$ cat config.mk
export PLATFORM = sky130hd
export DESIGN_NAME = mfir_sqrt
export DESIGN_NICKNAME = d
export VERILOG_FILES = /design/src/mfir_pkg.sv /design/src/mfir_sqrt.sv
export SDC_FILE = /design/constraint.sdc
export NUM_CORES = 1
export LEC_CHECK = 0
export ABC_AREA = 1
export ABC_CLOCK_PERIOD_IN_PS = 3680
export BUFFER_PORTS_ARGS = -buffer_cell sky130_fd_sc_hd__buf_2
export CELL_PAD_IN_SITES_DETAIL_PLACEMENT = 0
export CELL_PAD_IN_SITES_GLOBAL_PLACEMENT = 1
export CORE_UTILIZATION = 35
export CTS_CLUSTER_SIZE = 40
export DETAILED_ROUTE_END_ITERATION = 8
export PLACE_DENSITY = 0.71
export SYNTH_ARGS = -nofsm -noshare
export SYNTH_HDL_FRONTEND = slang
export SYNTH_SLANG_ARGS = --single-unit
$ cat constraint.sdc
create_clock -name clk_i -period 3.68 [get_ports clk_i]
set_input_delay 0.368 -clock clk_i [delete_from_list [all_inputs] [get_ports clk_i]]
set_output_delay 0.368 -clock clk_i [all_outputs]
set_load 0.1 [all_outputs]
$ cat src/mfir_pkg.sv
// ----------------------------------------------------------------------------
// mfir_pkg
// Shared types, constants and fixed-point helpers of the fisheye IPM remapper.
// ----------------------------------------------------------------------------
package mfir_pkg;

  localparam int MAX_CAMERAS   = 4;
  localparam int FRAC_BITS     = 20;
  localparam int COORD_BITS    = 12;
  localparam int WORDS_PER_CAM = 22;
  localparam int MAX_RESULTS   = 4;
  localparam int CAM_CAP       = (MAX_CAMERAS < MAX_RESULTS) ? MAX_CAMERAS : MAX_RESULTS;
  localparam int TBL_DEPTH     = MAX_CAMERAS * WORDS_PER_CAM;
  localparam int TBL_AW        = $clog2(TBL_DEPTH);
  localparam int ACC_W         = 66 - FRAC_BITS;
  localparam int PIX_W         = 64 - 2 * FRAC_BITS;
  localparam int CMP_W         = (PIX_W > 17) ? PIX_W : 17;
  localparam int DIV_NUM_W     = 32 + FRAC_BITS;
  localparam int DIV_STEPS     = 31;
  localparam int ZMIN          = (1 << FRAC_BITS) / 1000000;

  localparam logic signed [65:0] SAT_HI = 66'sd2147483647;
  localparam logic signed [65:0] SAT_LO = -66'sd2147483648;
  localparam logic signed [63:0] RND_F  = (64'sd1 <<< FRAC_BITS) - 64'sd1;
  localparam logic signed [63:0] RND_2F = (64'sd1 <<< (2 * FRAC_BITS)) - 64'sd1;
  localparam logic signed [65:0] ONE_W  = 66'sd1 <<< FRAC_BITS;

  typedef enum logic {
    OP_LOAD    = 1'b0,
    OP_PROJECT = 1'b1
  } opcode_e;

  typedef enum logic [1:0] {
    CFG_VIEW_WIDTH     = 2'd0,
    CFG_VIEW_HEIGHT    = 2'd1,
    CFG_GROUND_SCALE   = 2'd2,
    CFG_ACTIVE_CAMERAS = 2'd3
  } cfg_idx_e;

  typedef enum logic [4:0] {
    W_T0 = 5'd9,  W_T1 = 5'd10, W_T2 = 5'd11, W_XI = 5'd12,
    W_K1 = 5'd13, W_K2 = 5'd14, W_P1 = 5'd15, W_P2 = 5'd16,
    W_FX = 5'd17, W_FY = 5'd18, W_CX = 5'd19, W_CY = 5'd20,
    W_SIZE = 5'd21
  } word_e;

  typedef struct packed {
    logic               opcode;
    logic [1:0]         cam_select;
    logic [4:0]         word_index;
    logic signed [31:0] word_value;
    logic [11:0]        view_u;
    logic [11:0]        view_v;
  } in_item_t;

  typedef struct packed {
    logic [1:0]            cam_index;
    logic [COORD_BITS-1:0] source_x;
    logic [COORD_BITS-1:0] source_y;
    logic                  hit;
    logic                  near_axis;
    logic                  last_camera;
  } out_item_t;

  function automatic logic signed [31:0] sat32(input logic signed [65:0] v);
    logic signed [31:0] r;
    if (v > SAT_HI) begin
      r = 32'sh7fffffff;
    end else if (v < SAT_LO) begin
      r = 32'sh80000000;
    end else begin
      r = v[31:0];
    end
    return r;
  endfunction

  function automatic logic signed [63:0] tdiv_f(input logic signed [63:0] p);
    return (p + (p[63] ? RND_F : 64'sd0)) >>> FRAC_BITS;
  endfunction

  function automatic logic signed [31:0] fmul_post(input logic signed [63:0] p);
    return sat32(66'(tdiv_f(p)));
  endfunction

  function automatic logic signed [PIX_W-1:0] pix_trunc(input logic signed [63:0] s);
    logic signed [63:0] t;
    t = (s + (s[63] ? RND_2F : 64'sd0)) >>> (2 * FRAC_BITS);
    return t[PIX_W-1:0];
  endfunction

endpackage

$ cat src/mfir_sqrt.sv
// ----------------------------------------------------------------------------
// mfir_sqrt
// Digit-by-digit integer square root of a 64-bit radicand, two bits a cycle.
// ----------------------------------------------------------------------------
module mfir_sqrt import mfir_pkg::*; (
  input  logic        clk_i,
  input  logic        rst_ni,
  input  logic        start_i,
  input  logic [63:0] rad_i,
  output logic        done_o,
  output logic [31:0] root_o
);

  logic        busy_q;
  logic        done_q;
  logic [4:0]  cnt_q;
  logic [63:0] rad_q;
  logic [34:0] rem_q;
  logic [31:0] root_q;

  logic [34:0] rem_n;
  logic [34:0] trial;
  logic        take;

  always_comb begin
    rem_n = {rem_q[32:0], rad_q[63:62]};
    trial = {1'b0, root_q, 2'b01};
    take  = rem_n >= trial;
  end

  always_ff @(posedge clk_i or negedge rst_ni) begin
    if (!rst_ni) begin
      busy_q <= 1'b0;
      done_q <= 1'b0;
      cnt_q  <= '0;
    end else begin
      done_q <= 1'b0;
      if (start_i && !busy_q) begin
        busy_q <= 1'b1;
        rad_q  <= rad_i;
        rem_q  <= '0;
        root_q <= '0;
        cnt_q  <= '0;
      end else if (busy_q) begin
        rad_q <= {rad_q[61:0], 2'b00};
        if (take) begin
          rem_q  <= rem_n - trial;
          root_q <= {root_q[30:0], 1'b1};
        end else begin
          rem_q  <= rem_n;
          root_q <= {root_q[30:0], 1'b0};
        end
        cnt_q <= cnt_q + 5'd1;
        if (cnt_q == 5'd31) begin
          busy_q <= 1'b0;
          done_q <= 1'b1;
        end
      end
    end
  end

  assign done_o = done_q;
  assign root_o = root_q;

endmodule

* Yosys cells after proc, flatten, opt, wreduce, memory -nomap -nowiden
Cells that the tools add are included.
** Word-level totals
- Bits in registers :: 138
- Input bits :: 67
- Output and inout port bits :: 33
** Operators by class
- Add/subtract/negate cells :: 2
- Order comparisons :: 1
- Eq/ne operators :: 1
- Mux-type cells :: 14
- Reductions and logical operators :: 4
** Operators with widths (count)
- $mux W64 :: 2
- $mux W35 :: 2
- $ge A35 B34 Y1 :: 1
- $sub A35 B34 Y35 :: 1
- $mux W32 :: 1
- $mux W5 :: 2
- $mux W1 :: 7
- $add A5 B1 Y5 const B :: 1
- $eq A5 B5 Y1 const B :: 1
- $reduce_and A2 Y1 :: 1
- $reduce_bool A2 Y1 :: 1
- $logic_and A1 B1 Y1 :: 1
- $logic_not A1 Y1 :: 1

* Logic depth before layout (Yosys ltp)
- Depth in word-level cells :: 4
- Depth in mapped cells :: 17

* Worst setup path after synthesis
OpenSTA, ideal clock, no wires.
- Path type :: register to register
- Start point :: register busy_q
- End point :: register rad_q[0], enable pin
- Arrival :: 3.322 ns
- Data required time :: 3.193 ns
- Setup slack :: -0.128 ns
- Stages on the path, launching flop included :: 4
- Buffers on the path :: 1
- Path through :: dfrtp_1 > nor2_1 > clkbuf_1 > nor2_1
** Between the ends
- Cells in the longest elaborated chain, start to end :: 4
** RTL lines
- start: declaration :: line mfir_sqrt.sv:14 : logic busy_q;
- start signal: assignment :: line mfir_sqrt.sv:33 : busy_q <= 1'b0;
- start signal: assignment :: line mfir_sqrt.sv:39 : busy_q <= 1'b1;
- start signal: assignment :: line mfir_sqrt.sv:55 : busy_q <= 1'b0;
- $logic_not A1 Y1 :: line mfir_sqrt.sv:38 : if (start_i && !busy_q) begin
- $logic_and A1 B1 Y1 :: line mfir_sqrt.sv:38
- $reduce_bool A2 Y1 (no source line) (*)
- $reduce_and A2 Y1 (no source line) (*)
- end signal: assignment :: line mfir_sqrt.sv:40 : rad_q <= rad_i;
- end signal: assignment :: line mfir_sqrt.sv:45 : rad_q <= {rad_q[61:0], 2'b00};
- end: declaration :: line mfir_sqrt.sv:17 : logic [63:0] rad_q;
Every way passes the cells marked *; elsewhere a longest branch is shown, timed or not.
A chain may end at the register's enable or synchronous reset.

* Worst setup path in the final report
- Start point :: register rem_q[19]
- End point :: register rem_q[1], data pin
** Between the ends
- Cells in the longest elaborated chain, start to end :: 3
** RTL lines
- start: declaration :: line mfir_sqrt.sv:18 : logic [34:0] rem_q;
- start signal: assignment :: line mfir_sqrt.sv:47 : rem_q <= rem_n - trial;
- start signal: assignment :: line mfir_sqrt.sv:50 : rem_q <= rem_n;
- $ge A35 B34 Y1 :: line mfir_sqrt.sv:28 : take = rem_n >= trial;
- $mux W35 :: line mfir_sqrt.sv:46 : if (take) begin
- $mux W35 :: line mfir_sqrt.sv:44 : end else if (busy_q) begin
Every way passes these cells.

==> results.json <==
{
  "status": "finished clean",
  "num_io_pins": 100,
  "io_buffers": 99,
  "track_usage_pct": 19.5,
  "synth_commonest_cells": "343 x nand2_1, 175 x inv_1, 129 x edfxtp_1, 75 x nand3_1, 62 x mux2_2",
  "finalPower_mw": 9.37,
  "yosysTopAreaCellShare_pct": 43.8,
  "yosys_most_used_dff": "edfxtp_1",
  "timing.hold.ws_ns": 0.239,
  "netlist_instances": 1050,
  "worst_r2r_startpoint": "rem_q[19]",
  "worst_slack_ns": 1.04,
  "relSlewSlack_pct": 45.4,
  "clock_sinks": 136,
  "dpl_worst_slack_ns": 1.07,
  "rsz0062_at_grt": "false",
  "hold_start": "rad_i[32]",
  "post_cts.repair.setup_buffers": 0,
  "clockRootBuffer": "clkbuf_16",
  "finalCritPeriodShare_pct": 71.7,
  "die-area_um2": 25900,
  "synth_cell_types": 36,
  "drt-initial-drc-count": 574,
  "yosys.cell_count.top_type": "nand2_1",
  "fmax_mhz": 379,
  "numCtsBuffers": 17,
  "worst-path-max-fanout": 19,
  "endpoint_kind": "flop",
  "pwr_density_cell_nw_per_um2": 909,
  "cts_hold_buf": 0,
  "setup_tns_ns": 0,
  "critPathKind": "reg -> reg",
  "grt_max_degree": 66,
  "min_path_type": "in -> reg",
  "post_cts_resized": 0,
  "drt-total-wl_um": 24400,
  "clk_pin_slew_worst_paths_ns": 0.07,
  "synth_area_leaders": "edfxtp_1 44%, nand2_1 15%, mux2_2 7.9%",
  "htree_levels": 4,
  "tightest_slew_ns": 0.819,
  "fin_crit_ns": 2.64,
  "drv_slew": 0,
  "die_h_um": 161,
  "syn_nets": 1153,
  "arrival_ns": 2.79,
  "cts_buffer_depth": 2,
  "register_area_um2": 4050,
  "grt-ovfl-total": 0,
  "final_layout_size_suffix_gt1_share_pct": 20.9,
  "cp-startpoint": "rem_q[19]",
  "nets": 1255,
  "yosysSeqAreaShare_pct": 45.8,
  "viasPerCell": 4.80,
  "antenna_left": 0,
  "rows": 57,
  "cp-start-kind": "flop",
  "antenna_found_initial": 1,
  "avgSynthCellArea_um2": 8.41,
  "remaining_drc_errors": 0,
  "synth_top_cell_by_area": "edfxtp_1",
  "maxCapViolations": 0,
  "hpwl_um": 18200,
  "syn_to_final_growth_pct": 16.7,
  "grt_pass1_vias": 7032,
  "vias": 7145,
  "finalHoldViolations": 0,
  "fillers": 2515,
  "setup_viol": 0,
  "multi_input_area_um2": 3950,
  "gp_congestion": 0.927,
  "cts_tree": "yes",
  "core_area_um2": 24500,
  "dieWidth_um": 161,
  "skew_ns": 0.0252,
  "ys_ff_latch": 136,
  "synth_edf_count": 129,
  "required_ns": 3.84,
  "wl_per_cell_um": 16.4,
  "synth_area_um2": 8830,
  "async_flop_share_pct": 5.15,
  "start_util_pct": 36.0,
  "clk_latency_ns": 0.44,
  "vdd_drop_max_mv": 0.351,
  "dr.pass1.iters": 5,
  "grt_pass1_wl_um": 38800,
  "yosys_warnings": 0,
  "power.leakage_nw": 4.97
}
==> flip-flops by register name, summed over array words and instances, names as in the netlist <==
| signal | flops |
|---|---|
| rad_q | 64 |
| cnt_q | 5 |
| busy_q | 1 |
| rem_q | 33 |
| done_o | 1 |
| root_o | 32 |
==> final timing paths <==
check	cells past startpoint	endpoint	slack [ns]
setup / recovery	11	rem_q[1]	1.04
max in group asynchronous	2	cnt_q[0]	2.79
setup reg to reg	11	rem_q[1]	1.04
hold reg to reg	1	cnt_q[3]	0.48
min in group asynchronous	2	cnt_q[4]	0.51
hold / removal	2	rad_q[32]	0.24
==> area by class of cell <==
type	count	area share, %
Tap cell	324	3.93
Timing Repair Buffer	113	5.97
Clock buffer	17	4.13
Clock inverter	15	1.71
Inverter	182	6.63
Antenna cell	1	0.0243
Sequential cell	136	39.3
Multi-Input combinational cell	702	38.3
==> routing by layer <==
metal | up-vias | track usage (%) | share of wire (%)
met5 | - | 0 | 0
met4 | 0 | 4.72 | 0.91
met3 | 13 | 4.03 | 6.1
met2 | 197 | 31.1 | 45
met1 | 3295 | 26.9 | 48
li1 | 3640 | - | -
==> logic make-up after synthesis <==
kind of cell,count (synthesis),synth area share [%]
and+or+nand+nor,517,25.3
muxes,62,7.90
xor gates and xnor gates,16,1.59
DFF,136,45.8
buffers and inverters,212,9.62
adders and majority gates,36,5.10
AOI/OAI and AO/OA,71,4.66
==> cells in the final DEF, fill, tap and decap left out, drive strengths merged <==
master	instances
nand2	353
inv	191
edfxtp	129
buf	113
nand3	77
mux2	62
nor2	53
ha	36
o22ai	31
a21oi	18
clkbuf	17
nand3b	16
o21ai	16
xnor2	15
nand4	10
dfrtp	7
o21bai	4
clkinv	4
nor3	3
and2	2
a22o	2
diode	1
and3	1
nor4	1
or2	1
xor2	1
bufinv	1
clkinvlp	1
==> per-stage QoR <==
stage                     instance area (µm²)  std cells  util, %
after floorplan                          8840       1050        -
after global placement                   9700       1457     39.5
after detailed placement                 9700       1457     39.5
after CTS                               10300       1489     42.0
after global routing                    10300       1489     42.0
final                                   10300       1490     42.0
==> critical path, cell delays in order (launching register included) <==
cell and delay (ns):
edfxtp_1 0.46, ha_1 0.43, nand2_1 0.15, nor2_2 0.17
nand2_1 0.12, nor4_2 0.18, nand2_2 0.22, nand2_4 0.11
buf_4 0.27, nand2_1 0.08, nand3_1 0.07, o21ai_0 0.08
==> report_power, final <==
| part | total, mW | internal, mW | switching, mW | leakage [nW] |
|---|---|---|---|---|
| combinational | 5.01 | 1.65 | 3.36 | 3.34 |
| sequential | 2.57 | 2.33 | 0.239 | 1.34 |
| clock | 1.78 | 0.977 | 0.808 | 0.295 |
Note: power is estimated with default switching activity, not from simulation.
