[config.mk]
export PLATFORM = sky130hd
export DESIGN_NAME = mfir_div
export DESIGN_NICKNAME = d
export VERILOG_FILES = /design/src/mfir_pkg.sv /design/src/mfir_div.sv
export SDC_FILE = /design/constraint.sdc
export NUM_CORES = 1
export LEC_CHECK = 0
export BUFFER_PORTS_ARGS = -buffer_cell sky130_fd_sc_hd__buf_2
export CORE_MARGIN = 2
export CORE_UTILIZATION = 40
export DETAILED_ROUTE_END_ITERATION = 6
export GPL_TIMING_DRIVEN = 0
export PLACE_DENSITY = 0.62
export SLEW_MARGIN = 40
export SYNTH_ARGS = -nofsm -noshare
export SYNTH_HDL_FRONTEND = slang
export SYNTH_SLANG_ARGS = --single-unit
[constraint.sdc]
create_clock -name clk_i -period 6.9 [get_ports clk_i]
set_clock_uncertainty 0.05 [all_clocks]
set_input_delay 1.38 -clock clk_i [delete_from_list [all_inputs] [get_ports clk_i]]
set_output_delay 1.38 -clock clk_i [all_outputs]
set_load 0.03 [all_outputs]
[src/mfir_pkg.sv]
// ----------------------------------------------------------------------------
// mfir_pkg
// Shared types, constants and fixed-point helpers of the fisheye IPM remapper.
// ----------------------------------------------------------------------------
package mfir_pkg;

  localparam int MAX_CAMERAS   = 4;
  localparam int FRAC_BITS     = 20;
  localparam int COORD_BITS    = 12;
  localparam int WORDS_PER_CAM = 22;
  localparam int MAX_RESULTS   = 4;
  localparam int CAM_CAP       = (MAX_CAMERAS < MAX_RESULTS) ? MAX_CAMERAS : MAX_RESULTS;
  localparam int TBL_DEPTH     = MAX_CAMERAS * WORDS_PER_CAM;
  localparam int TBL_AW        = $clog2(TBL_DEPTH);
  localparam int ACC_W         = 66 - FRAC_BITS;
  localparam int PIX_W         = 64 - 2 * FRAC_BITS;
  localparam int CMP_W         = (PIX_W > 17) ? PIX_W : 17;
  localparam int DIV_NUM_W     = 32 + FRAC_BITS;
  localparam int DIV_STEPS     = 31;
  localparam int ZMIN          = (1 << FRAC_BITS) / 1000000;

  localparam logic signed [65:0] SAT_HI = 66'sd2147483647;
  localparam logic signed [65:0] SAT_LO = -66'sd2147483648;
  localparam logic signed [63:0] RND_F  = (64'sd1 <<< FRAC_BITS) - 64'sd1;
  localparam logic signed [63:0] RND_2F = (64'sd1 <<< (2 * FRAC_BITS)) - 64'sd1;
  localparam logic signed [65:0] ONE_W  = 66'sd1 <<< FRAC_BITS;

  typedef enum logic {
    OP_LOAD    = 1'b0,
    OP_PROJECT = 1'b1
  } opcode_e;

  typedef enum logic [1:0] {
    CFG_VIEW_WIDTH     = 2'd0,
    CFG_VIEW_HEIGHT    = 2'd1,
    CFG_GROUND_SCALE   = 2'd2,
    CFG_ACTIVE_CAMERAS = 2'd3
  } cfg_idx_e;

  typedef enum logic [4:0] {
    W_T0 = 5'd9,  W_T1 = 5'd10, W_T2 = 5'd11, W_XI = 5'd12,
    W_K1 = 5'd13, W_K2 = 5'd14, W_P1 = 5'd15, W_P2 = 5'd16,
    W_FX = 5'd17, W_FY = 5'd18, W_CX = 5'd19, W_CY = 5'd20,
    W_SIZE = 5'd21
  } word_e;

  typedef struct packed {
    logic               opcode;
    logic [1:0]         cam_select;
    logic [4:0]         word_index;
    logic signed [31:0] word_value;
    logic [11:0]        view_u;
    logic [11:0]        view_v;
  } in_item_t;

  typedef struct packed {
    logic [1:0]            cam_index;
    logic [COORD_BITS-1:0] source_x;
    logic [COORD_BITS-1:0] source_y;
    logic                  hit;
    logic                  near_axis;
    logic                  last_camera;
  } out_item_t;

  function automatic logic signed [31:0] sat32(input logic signed [65:0] v);
    logic signed [31:0] r;
    if (v > SAT_HI) begin
      r = 32'sh7fffffff;
    end else if (v < SAT_LO) begin
      r = 32'sh80000000;
    end else begin
      r = v[31:0];
    end
    return r;
  endfunction

  function automatic logic signed [63:0] tdiv_f(input logic signed [63:0] p);
    return (p + (p[63] ? RND_F : 64'sd0)) >>> FRAC_BITS;
  endfunction

  function automatic logic signed [31:0] fmul_post(input logic signed [63:0] p);
    return sat32(66'(tdiv_f(p)));
  endfunction

  function automatic logic signed [PIX_W-1:0] pix_trunc(input logic signed [63:0] s);
    logic signed [63:0] t;
    t = (s + (s[63] ? RND_2F : 64'sd0)) >>> (2 * FRAC_BITS);
    return t[PIX_W-1:0];
  endfunction

endpackage

[src/mfir_div.sv]
// ----------------------------------------------------------------------------
// mfir_div
// Bit-serial signed fixed-point divider: sat32(num * 2^F / den), truncating.
// ----------------------------------------------------------------------------
module mfir_div import mfir_pkg::*; (
  input  logic               clk_i,
  input  logic               rst_ni,
  input  logic               start_i,
  input  logic signed [31:0] num_i,
  input  logic signed [31:0] den_i,
  output logic               done_o,
  output logic signed [31:0] quo_o
);

  logic                   busy_q;
  logic                   done_q;
  logic [4:0]             cnt_q;
  logic [31:0]            rem_q;
  logic [30:0]            sh_q;
  logic [30:0]            mag_q;
  logic [31:0]            den_q;
  logic                   neg_q;
  logic signed [31:0]     quo_q;

  logic [31:0]            n_abs;
  logic [31:0]            d_abs;
  logic [DIV_NUM_W-1:0]   num_mag;
  logic [31:0]            num_hi;
  logic [32:0]            trial;
  logic                   take;
  logic [30:0]            mag_d;

  always_comb begin
    n_abs   = num_i[31] ? (~num_i + 32'd1) : num_i;
    d_abs   = den_i[31] ? (~den_i + 32'd1) : den_i;
    num_mag = {n_abs, {FRAC_BITS{1'b0}}};
    num_hi  = 32'(num_mag[DIV_NUM_W-1:31]);
    trial   = {rem_q, sh_q[30]};
    take    = trial >= {1'b0, den_q};
    mag_d   = {mag_q[29:0], take};
  end

  always_ff @(posedge clk_i or negedge rst_ni) begin
    if (!rst_ni) begin
      busy_q <= 1'b0;
      done_q <= 1'b0;
      cnt_q  <= '0;
    end else begin
      done_q <= 1'b0;
      if (start_i && !busy_q) begin
        neg_q <= num_i[31] ^ den_i[31];
        den_q <= d_abs;
        if (num_hi >= d_abs) begin
          quo_q  <= (num_i[31] ^ den_i[31]) ? 32'sh80000000 : 32'sh7fffffff;
          done_q <= 1'b1;
        end else begin
          busy_q <= 1'b1;
          rem_q  <= num_hi;
          sh_q   <= num_mag[30:0];
          mag_q  <= '0;
          cnt_q  <= 5'(DIV_STEPS);
        end
      end else if (busy_q) begin
        if (take) begin
          rem_q <= 32'(trial - {1'b0, den_q});
        end else begin
          rem_q <= trial[31:0];
        end
        sh_q  <= {sh_q[29:0], 1'b0};
        mag_q <= mag_d;
        cnt_q <= cnt_q - 5'd1;
        if (cnt_q == 5'd1) begin
          busy_q <= 1'b0;
          done_q <= 1'b1;
          quo_q  <= neg_q ? -$signed({1'b0, mag_d}) : $signed({1'b0, mag_d});
        end
      end
    end
  end

  assign done_o = done_q;
  assign quo_o  = quo_q;

endmodule

# == Word level (Yosys, flattened, before mapping) ==
# Index checks and enable logic that the tools add are counted.
# word_totals
romBits,0
out_inout_bits,33
ram_bits,0
wordCells,59
register_bits,165
in_bits,67
latch_bits,0
n_memories,0
# op_classes
muxes,29
n_lt_le_gt_ge,2
multipliers,0
n_shift,0
n_addsub,5
n_reduce_logical,8
n_eq_ne,3
bitwise_logic,3
div,0
# op_table
operator,n
32-bit 2-to-1 mux,12
31-bit 2-to-1 mux,3
30-bit 2-to-1 mux,3
"32-bit by 1-bit adder with 32-bit output, second input constant",2
32-bit NOT,2
33-bit by 32-bit greater-or-equal comparator with 1-bit output,1
21-bit by 32-bit greater-or-equal comparator with 1-bit output,1
31-bit negator with 32-bit output,1
32-bit subtractor,1
5-bit 2-to-1 mux,3
1-bit 2-to-1 mux,8
"5-bit by 1-bit == test with 1-bit output, second input constant",1
"5-bit by 1-bit subtractor with 5-bit output, second input constant",1
2-bit AND reduction,2
4-bit AND reduction,1
2-bit nonzero test,2
3-bit AND reduction,1
"2-bit by 1-bit inequality test with 1-bit output, second input constant",1
"2-bit inequality test, second input constant",1
1-bit logical AND,1
1-bit logical NOT,1
1-bit XOR,1

# == Depth between registers and ports, before layout ==
# Gate-level depths: netlist of the first run.
# depth
depth_word,6
depth_mapped,20
ltp_nobuf,18

# == Worst setup path before layout of the first run ==
# Ideal clock, no wire load.
# synth_timing
kind,in2reg
start,input num_i[9]
end,"register mag_q[0], enable pin"
path_stages,16
setup_time_ns,0.513
slack_ns,-1.439
n_path_buf,0
t_required_ns,6.337
arrival_ns,7.775
path_cell_list,or4_1 nor4_1 nand2b_1 or2_1 nand2b_1 or3_1 o31ai_1 xnor2_1 ha_1 a21oi_1 a21boi_0 o2111ai_1 a41o_1 nand4b_1 a21oi_2 nor2b_1
# synth_between
elab_chain_cells,6
# synth_lines
element,line_no,rtl
from (decl),mfir_div.sv:9,"input logic signed [31:0] num_i,"
32-bit NOT,mfir_div.sv:34,n_abs = num_i[31] ? (~num_i + 32'd1) : num_i;
32-bit by 1-bit adder with 32-bit output,mfir_div.sv:34,
32-bit 2-to-1 mux,mfir_div.sv:34,
21-bit by 32-bit greater-or-equal comparator with 1-bit output,mfir_div.sv:53,if (num_hi >= d_abs) begin
2-bit inequality test (no line),n/a,
3-bit AND reduction (no line),n/a,
to (signal assigned),mfir_div.sv:70,mag_q <= mag_d;
to (decl),mfir_div.sv:20,logic [30:0] mag_q;
# No other way between the ends.
# A chain may end at the register's enable or synchronous reset.

# == Worst setup path in the final report of the first run ==
# layout_timing
start,register rem_q[14]
end,"register quo_q[30], in the netlist quo_o[30], data pin"
# layout_between
elab_chain_cells,6
# layout_lines
element,line_no,rtl
from (decl),mfir_div.sv:18,logic [31:0] rem_q;
from (signal assigned),mfir_div.sv:58,rem_q <= num_hi;
from (signal assigned),mfir_div.sv:65,"rem_q <= 32'(trial - {1'b0, den_q});"
from (signal assigned),mfir_div.sv:67,rem_q <= trial[31:0];
33-bit by 32-bit greater-or-equal comparator with 1-bit output,mfir_div.sv:39,"take = trial >= {1'b0, den_q};"
31-bit negator with 32-bit output,mfir_div.sv:75,"quo_q <= neg_q ? -$signed({1'b0, mag_d}) : $signed({1'b0, mag_d});"
32-bit 2-to-1 mux,mfir_div.sv:75,
32-bit 2-to-1 mux,mfir_div.sv:72,if (cnt_q == 5'd1) begin
32-bit 2-to-1 mux,mfir_div.sv:63,end else if (busy_q) begin
32-bit 2-to-1 mux,mfir_div.sv:50,if (start_i && !busy_q) begin
to (signal assigned),mfir_div.sv:54,quo_q <= (num_i[31] ^ den_i[31]) ? 32'sh80000000 : 32'sh7fffffff;
to (signal assigned),mfir_div.sv:75,
to (decl),mfir_div.sv:23,logic signed [31:0] quo_q;
# No other way between the ends. The select of a mux whose other input is x is not followed.

==> flow_summary.json, run 1 <==
{
  "rsz0062_at_grt": "no",
  "instances_no_fill": 1529,
  "postCtsSetupRepairBufs": 0,
  "arrival_ns": 6.27,
  "yosysTopAreaCell": "edfxtp_1",
  "drt_first_pass_iters": 5,
  "fin_ws_ns": 0.717,
  "gr-total-overflow": 0,
  "grt_usage_pct": 20.9,
  "synth_fp_nets": 1189,
  "wire_per_inst_um": 17.8,
  "required_ns": 6.99,
  "core_um2": 25000,
  "die_area_um2": 26500,
  "start_util_pct": 40.4,
  "fin_area_um2": 11800,
  "post-place-ws_ns": 0.275,
  "htreeDepth": 4,
  "ys_top_cells_by_count": "edfxtp_1, nand2_1, inv_1",
  "cp-start-kind": "flip-flop",
  "async_reset_ff_share_pct": 4.83,
  "dieWidth_um": 163,
  "yosys_warnings": 0,
  "netlist.area_leader.share_pct": 41.1,
  "leakagePower_nw": 4.71,
  "status": "finished, final reports clean",
  "dpl.hpwl_um": 21000,
  "crit_fanout": 10,
  "ys_seq_area_share_pct": 42.8,
  "period_minus_slack_ns": 6.18,
  "yosys.cell_types.count": 69,
  "dpl_cell_area_um2": 11100,
  "hold-worst-slack_ns": 0.460,
  "cts_sinks": 145,
  "io_buffers": 97,
  "ant_nets": 0,
  "synth_area_per_cell_um2": 9.50,
  "slowest_stage": "or4_1",
  "max_stage_delay_ns": 0.59,
  "ctsHoldBuffers": 0,
  "cp.buffers_inverters": 4,
  "cts.root.buffer_cell": "clkbuf_16",
  "cts_tree": "built",
  "grt_pass1_vias": 7966,
  "synth_edf_count": 138,
  "finalNetCount": 1310,
  "grt_max_degree": 33,
  "max_clock_freq_ghz": 0.162,
  "row_count": 58,
  "grt_pass1_wl_um": 43000,
  "synth_most_common_cell": "edfxtp_1",
  "powerDensity_nw_per_um2": 344,
  "ioPinCount": 100,
  "finalPower_mw": 4.04,
  "fp.dieH_um": 163,
  "clkLatencyLatePin_ns": 0.44,
  "critical_path_class": "reg2reg",
  "worstMarginPinSlew_ns": 0.784,
  "hold_violations": 0,
  "cts_buffers": 17,
  "crit_path_end_kind": "flip-flop",
  "cts.repair.resized": 0,
  "num-fill-cells": 2378,
  "slew_viol_final": 0,
  "max-vdd-ir-drop_v": 0.000190,
  "syn_to_final_growth_pct": 16.5,
  "clockBufferDepth": 2,
  "drive_gt1_share_pct": 14.0,
  "clk_pin_slew_ns": 0.07,
  "vias": 8438,
  "synthCells": 1063,
  "setup_violations": 0,
  "critPathTopFamily": "compound AO/OA/AOI/OAI gates",
  "ys.flop_type": "edfxtp_1",
  "synthTopCellsByArea": "edfxtp_1, ha_1, xnor2_1, xor2_1, nand2_1",
  "drt_iter0_drc": 735,
  "maxSlewHeadroom_pct": 47.3,
  "place_congestion": 0.926,
  "min_path_type": "reg2reg",
  "remaining_drc_errors": 0,
  "wl_um": 27200,
  "syn_area_um2": 10100,
  "antenna_found_initial": 3,
  "ys_ff_latch": 145,
  "viasPerCell": 5.52,
  "path_cells": "ha_1 -> clkbuf_1 -> and2_1 -> and3_1 -> a221oi_1 -> o21bai_1 -> a211o_1 -> o21bai_2 -> nand2_1 -> inv_1 -> buf_2 -> buf_2 -> ha_1 -> nand2_1 -> or4_1 -> nand2b_1 -> o41ai_1 -> xor2_1 -> o21ai_0",
  "fin_crit_sh_pct": 89.6,
  "dp_cells": 1495,
  "max_cap_violations": 0
}
[flip-flops by register name (all words and copies together) (netlist names)]
signal / cells
mag_q: 30
busy_q: 1
sh_q: 11
neg_q: 1
rem_q: 32
cnt_q: 5
den_q: 32
done_o: 1
quo_o: 32
[path summary, 6_finish.rpt]
path / start / end / slack (ns) / cells past startpoint
min in group asynchronous: rst_ni / done_o / 0.74 / 1
worst min register to register: cnt_q[2] / cnt_q[2] / 0.46 / 2
worst max-delay path: rem_q[14] / quo_o[30] / 0.72 / 19
worst min-delay path: cnt_q[2] / cnt_q[2] / 0.46 / 2
max in group asynchronous: rst_ni / busy_q / 5.87 / 1
worst max register to register: rem_q[14] / quo_o[30] / 0.72 / 19
[metal layers]
layer  part of all wire, %  global-route usage (%)  up-vias
li1                      -                       -     4152
met2                    46                    33.5      275
met5                 0.051                       0        -
met3                   6.1                    4.10       39
met4                   2.5                    7.00        2
met1                    45                    28.4     3970
[logic make-up (layout without fill, tap and decap cells)]
group | after synthesis | count (layout) | synth area share, %
AOI/OAI and AO/OA | 266 | 266 | 16.9
adders and majority gates | 59 | 59 | 7.39
xor gates and xnor gates | 109 | 109 | 9.46
buffers and inverters | 125 | 259 | 4.87
and+or+nand+nor | 352 | 352 | 17.8
muxes | 7 | 7 | 0.768
other | 0 | 2 | 0
DFF | 145 | 145 | 42.8
[stage by stage]
step	utilization, %	TNS (ns)
2_1_floorplan	-	0
6_report	47.1	0
5_1_grt	47.1	0
4_1_cts	47.1	0
3_3_place_gp	44.1	-46.54
3_5_place_dp	44.6	0
[tightest hold or removal path, stage by stage, from the launching register on]
cell,delay [ns]
dfrtp_1,0.35
xor2_1,0.06
nand2_1,0.06
[cells in the final DEF, fill, tap and decap left out, drive strengths merged, types with 10 or more instances in the layout]
cell,instances
a21o,17
a21oi,61
a31oi,33
and2,32
and3,11
buf,107
clkbuf,54
edfxtp,138
ha,58
inv,91
nand2,107
nand2b,15
nand3,20
nand4,10
nor2,62
nor3,20
nor4,16
o21ai,66
o31ai,21
o41ai,12
or3,16
or4,13
xnor2,57
xor2,52
[cell type report]
type                    count  area, um^2  area share, %
well taps                 330         413           3.51
flip-flops and latches    145        4320           36.7
inverters                  83         312           2.65
plain buffers              42         180           1.53
diodes                      2        5.00         0.0425
clock inverters            15         185           1.57
clock buffers              17         425           3.62
multi-input cells         793        5310           45.2
repair buffers            102         611           5.19
[power by group]
group | switching [mW] | internal (mW) | total (mW)
Clock | 0.449 | 0.494 | 0.944
Sequential | 0.120 | 1.26 | 1.38
Combinational | 1.02 | 0.693 | 1.72
Power figures use the tool's default switching activity.
==> inputs of run 2 (changes only) <==
- BUFFER_PORTS_ARGS: -buffer_cell sky130_fd_sc_hd__buf_2 -> -buffer_cell sky130_fd_sc_hd__buf_4
- CTS_BUF_LIST: not set -> sky130_fd_sc_hd__clkbuf_16
==> run 2 against run 1 <==
Utilization grew 0.95 points. Via count shrank 0.60%. Sequential share of layout area shrank 0.72 points. Critical path depth is the same. Combinational power is essentially flat. Sequential cell count is the same. Die area is the same. Worst setup slack lost 0.024 ns. Register-to-register slack gained 0.03 ns. Cell area grew 2.0%. Fmax shrank 0.39%. First-iteration DRC count shrank 19%.
==> flow_summary.json, run 2 (same netlist as run 1, synthesis figures left out) <==
{
  "swShare_pct": 38.2,
  "period_minus_slack_ns": 6.21,
  "leakagePower_nw": 4.80,
  "rsz0062_at_grt": "no",
  "post-place-ws_ns": 0.231,
  "wl_um": 27300,
  "p_clk_share_pct": 23.7,
  "hold_violations": 0,
  "start_util_pct": 40.4,
  "crit_path_end_kind": "flip-flop",
  "instances_no_fill": 1527,
  "ctsHoldBuffers": 0,
  "drt_iter0_drc": 592,
  "cts.repair.resized": 0,
  "finalPower_mw": 4.09,
  "drive_gt1_share_pct": 14.0,
  "cts.root.buffer_cell": "clkbuf_16",
  "final_core_util_pct": 48.1,
  "grt_pass1_vias": 8040,
  "vias": 8387,
  "remaining_drc_errors": 0,
  "cts_sinks": 145,
  "fp.dieH_um": 163,
  "power_frac_seq_pct": 33.9,
  "max_cap_violations": 0,
  "switchingPower_mw": 1.56,
  "finalNetCount": 1310,
  "final_common_cell": "edfxtp_1",
  "postCtsSetupRepairBufs": 0,
  "syn_to_final_growth_pct": 18.9,
  "antenna_found_initial": 0,
  "min_path_type": "reg2reg",
  "fin_ws_ns": 0.693,
  "grt_usage_pct": 20.9,
  "die_area_um2": 26500,
  "status": "finished, final reports clean",
  "cts_tree": "built",
  "core_um2": 25000,
  "clockBufferDepth": 2,
  "clk_pin_slew_ns": 0.07,
  "grt_pass1_wl_um": 42900,
  "place_congestion": 0.947,
  "worstMarginPinSlew_ns": 0.836,
  "dieWidth_um": 163,
  "arrival_ns": 6.30,
  "final_cell_mix": "edfxtp_1, nand2_1, buf_4",
  "critical_path_class": "in2reg",
  "required_ns": 6.99,
  "dpl.hpwl_um": 21200,
  "dp_cells": 1495,
  "max_clock_freq_ghz": 0.161,
  "clkLatencyLatePin_ns": 0.44,
  "wire_per_inst_um": 17.9,
  "gr-total-overflow": 0,
  "cp-start-kind": "input pin",
  "comb_power_share_pct": 42.3,
  "viasPerCell": 5.49,
  "grt_max_degree": 33,
  "crit_fanout": 17,
  "intPower_mw": 2.53,
  "htreeDepth": 4,
  "maxSlewHeadroom_pct": 44.3,
  "ioPinCount": 100,
  "setup_violations": 0,
  "powerDensity_nw_per_um2": 341,
  "slew_viol_final": 0,
  "max-vdd-ir-drop_v": 0.000193,
  "io_buffers": 97,
  "diodes": 0,
  "drt_first_pass_iters": 5,
  "row_count": 58,
  "fin_crit_sh_pct": 90.0,
  "ant_nets": 0,
  "cts_buffers": 17
}
## run 2: worst max-delay path: stages
cell and delay [ns]:
buf_4 0.12, or4_1 0.68, nor4_1 0.22, nand2b_1 0.09, or2_1 0.30, nand2b_1 0.22
or3_1 0.42, o31ai_1 0.26, xnor2_1 0.27, ha_1 0.33, a21oi_1 0.21, a21boi_0 0.22
o2111ai_1 0.12, a41o_1 0.27, nand4b_1 0.16, a21oi_2 0.11, nor2b_4 0.45, buf_8 0.26
buf_16 0.17
## run 2: final timing paths
kind,end,depth (start not counted),start,slack [ns]
min reg2reg,cnt_q[2],2,cnt_q[2],0.46
max reg2reg,quo_o[28],19,rem_q[9],0.75
max,rem_q[7],19,num_i[9],0.69
min,cnt_q[2],2,cnt_q[2],0.46
max in group asynchronous,busy_q,1,rst_ni,5.96
min in group asynchronous,done_o,1,rst_ni,0.70
## run 2: power by group through the flow
stage	registers, mW	clock network (mW)	logic, mW
2_1_floorplan	1.38	0	1.25
3_3_place_gp	1.40	0	1.67
3_5_place_dp	1.40	0	1.70
4_1_cts	1.38	0.982	1.72
5_1_grt	1.41	1.02	1.93
6_report	1.39	0.971	1.73
## run 2: per-layer routing
layer	part of all wire (%)	routed length, um	track usage, %
met3	5.3	1450	3.03
met4	2.0	537	6.64
met1	46	12700	28.5
met2	46	12700	34.3
met5	0	0	0
## run 2: metrics by stage
stage | instance area [um^2] | hold WS, ns | setup TNS, ns
after floorplan | 10100 | 0.423 | 0
after global placement | 11200 | 0.444 | -45.80
after detailed placement | 11400 | 0.451 | 0
after CTS | 12000 | 0.467 | 0
after global routing | 12000 | 0.505 | 0
final | 12000 | 0.462 | 0
## run 2: final cells by class
type                    instances  area [um^2]
clock buffers                  17          425
well taps                     330          413
clock inverters                15          188
multi-input cells             793         5320
repair buffers                102          841
plain buffers                  42          180
fillers                      2430        13000
inverters                      83          312
flip-flops and latches        145         4320
==> inputs of run 3 (changes only) <==
- CORE_ASPECT_RATIO: not set -> 1.75
==> run 3 against run 2 <==
First-iteration DRC count increased by 9.6%. Worst setup slack got worse by 0.27 ns. Routed wire length increased by 4.8%. Critical path depth unchanged. Hold slack improved by 0.017 ns. Clock-buffer cell count unchanged. Register-to-register slack got worse by 0.07 ns. Total power increased by 0.48%. Die area increased by 0.19%. Critical endpoint is now mag_q[8].
==> flow_summary.json, run 3 (same netlist as run 1, synthesis figures left out) <==
{
  "status": "finished, final reports clean",
  "row_count": 76,
  "viasPerCell": 5.60,
  "cts_sinks": 145,
  "hold_violations": 0,
  "ant_nets": 0,
  "drive_gt1_share_pct": 14.0,
  "place_congestion": 0.890,
  "drt_iter0_drc": 649,
  "crit_path_end_kind": "flip-flop",
  "powerDensity_nw_per_um2": 344,
  "max_cap_violations": 0,
  "crit_fanout": 20,
  "setup_violations": 0,
  "cts_tree": "built",
  "cts_buffers": 17,
  "period_minus_slack_ns": 6.48,
  "drt_first_pass_iters": 5,
  "cp-start-kind": "input pin",
  "maxSlewHeadroom_pct": 45.3,
  "wire_per_inst_um": 19.0,
  "required_ns": 6.98,
  "htreeDepth": 4,
  "die_area_um2": 26600,
  "grt_pass1_vias": 8598,
  "worstMarginPinSlew_ns": 0.814,
  "r2r_setup_slack_ns": 0.68,
  "clkLatencyLatePin_ns": 0.43,
  "gr-total-overflow": 0,
  "cts.root.buffer_cell": "clkbuf_16",
  "ioPinCount": 100,
  "min_path_type": "reg2reg",
  "syn_to_final_growth_pct": 18.4,
  "final_core_util_pct": 48.3,
  "finalNetCount": 1310,
  "dieWidth_um": 124,
  "wl_um": 28700,
  "clk_pin_slew_ns": 0.06,
  "hold-worst-slack_ns": 0.479,
  "core_um2": 24700,
  "dpl.hpwl_um": 22600,
  "start_util_pct": 40.8,
  "fin_crit_sh_pct": 93.9,
  "cts.repair.resized": 0,
  "final_cell_mix": "edfxtp_1, nand2_1, buf_4",
  "rsz0062_at_grt": "no",
  "clockBufferDepth": 2,
  "fp.dieH_um": 214,
  "remaining_drc_errors": 0,
  "critical_path_class": "in2reg",
  "arrival_ns": 6.55,
  "final_common_cell": "edfxtp_1",
  "grt_usage_pct": 22.2,
  "diodes": 0,
  "grt_pass1_wl_um": 45400,
  "num-fill-cells": 2418,
  "antenna_found_initial": 0,
  "max_clock_freq_ghz": 0.154,
  "leakagePower_nw": 4.78,
  "vias": 8457,
  "slew_viol_final": 0,
  "setup_tns_ns": 0,
  "fin_ws_ns": 0.423,
  "grt_max_degree": 34,
  "post-place-ws_ns": -0.364,
  "io_buffers": 97,
  "max-vdd-ir-drop_v": 0.000197
}
==> run 3: cell type report <==
cell class	count	area (um^2)	area share, %
inverter	83	312	2.61
clock inverter	15	183	1.53
buffer	42	180	1.51
timing repair buffer	102	821	6.87
tap	312	390	3.27
clock buffer	17	425	3.56
sequential	145	4320	36.1
multi-input combinational	793	5320	44.5
==> run 3: power by group <==
| group | leakage [nW] | internal (mW) | switching [mW] | total [mW] |
|---|---|---|---|---|
| Combinational | 3.10 | 0.708 | 1.05 | 1.75 |
| Sequential | 1.38 | 1.27 | 0.125 | 1.39 |
| Clock | 0.292 | 0.573 | 0.392 | 0.965 |
==> run 3: final timing paths <==
kind                           start   endpoint  cells past startpoint
max reg2reg                 rem_q[9]  quo_o[28]                     19
min                         sh_q[21]   sh_q[22]                      2
min in group asynchronous     rst_ni     done_o                      1
max in group asynchronous     rst_ni     busy_q                      1
min reg2reg                 sh_q[21]   sh_q[22]                      2
max                        num_i[17]   mag_q[8]                     19
==> run 3: routing by layer <==
metal	track usage, %	part of all wire (%)	vias up
li1	-	-	4132
met1	23.2	36	4030
met2	43.0	57	238
met3	2.45	3.1	57
met4	9.63	3.8	0
met5	0	0	-
==> run 3: worst max-delay path, stage by stage <==
cell and delay [ns]:
buf_4 0.12, or3_1 0.43, or3_1 0.41, nor4_2 0.52, nand3b_1 0.41, o41ai_1 0.48, xnor2_1 0.22, ha_1 0.30
a21o_1 0.18, a21oi_1 0.23, a21boi_0 0.23, o2111ai_1 0.26, a41o_1 0.30, nand4b_1 0.20, a21oi_2 0.13, nor2b_4 0.17
buf_16 0.18, buf_8 0.17, buf_8 0.21
==> run 3: timing repair <==
| action | 4_1_cts | 5_1_grt |
|---|---|---|
| buffers inserted | 0 | 1 |
| hold endpoints to repair | 0 | 0 |
| setup endpoints to repair | 0 | 20 |
| hold buffers | 0 | 0 |
==> run 3: through the flow <==
step	cell area, um^2	instances	power (mW)
after CTS	11900	1508	4.12
after global placement	11200	1472	3.09
final	12000	1509	4.11
after floorplan	10100	1063	2.63
after detailed placement	11300	1476	3.14
after global routing	12000	1509	4.38
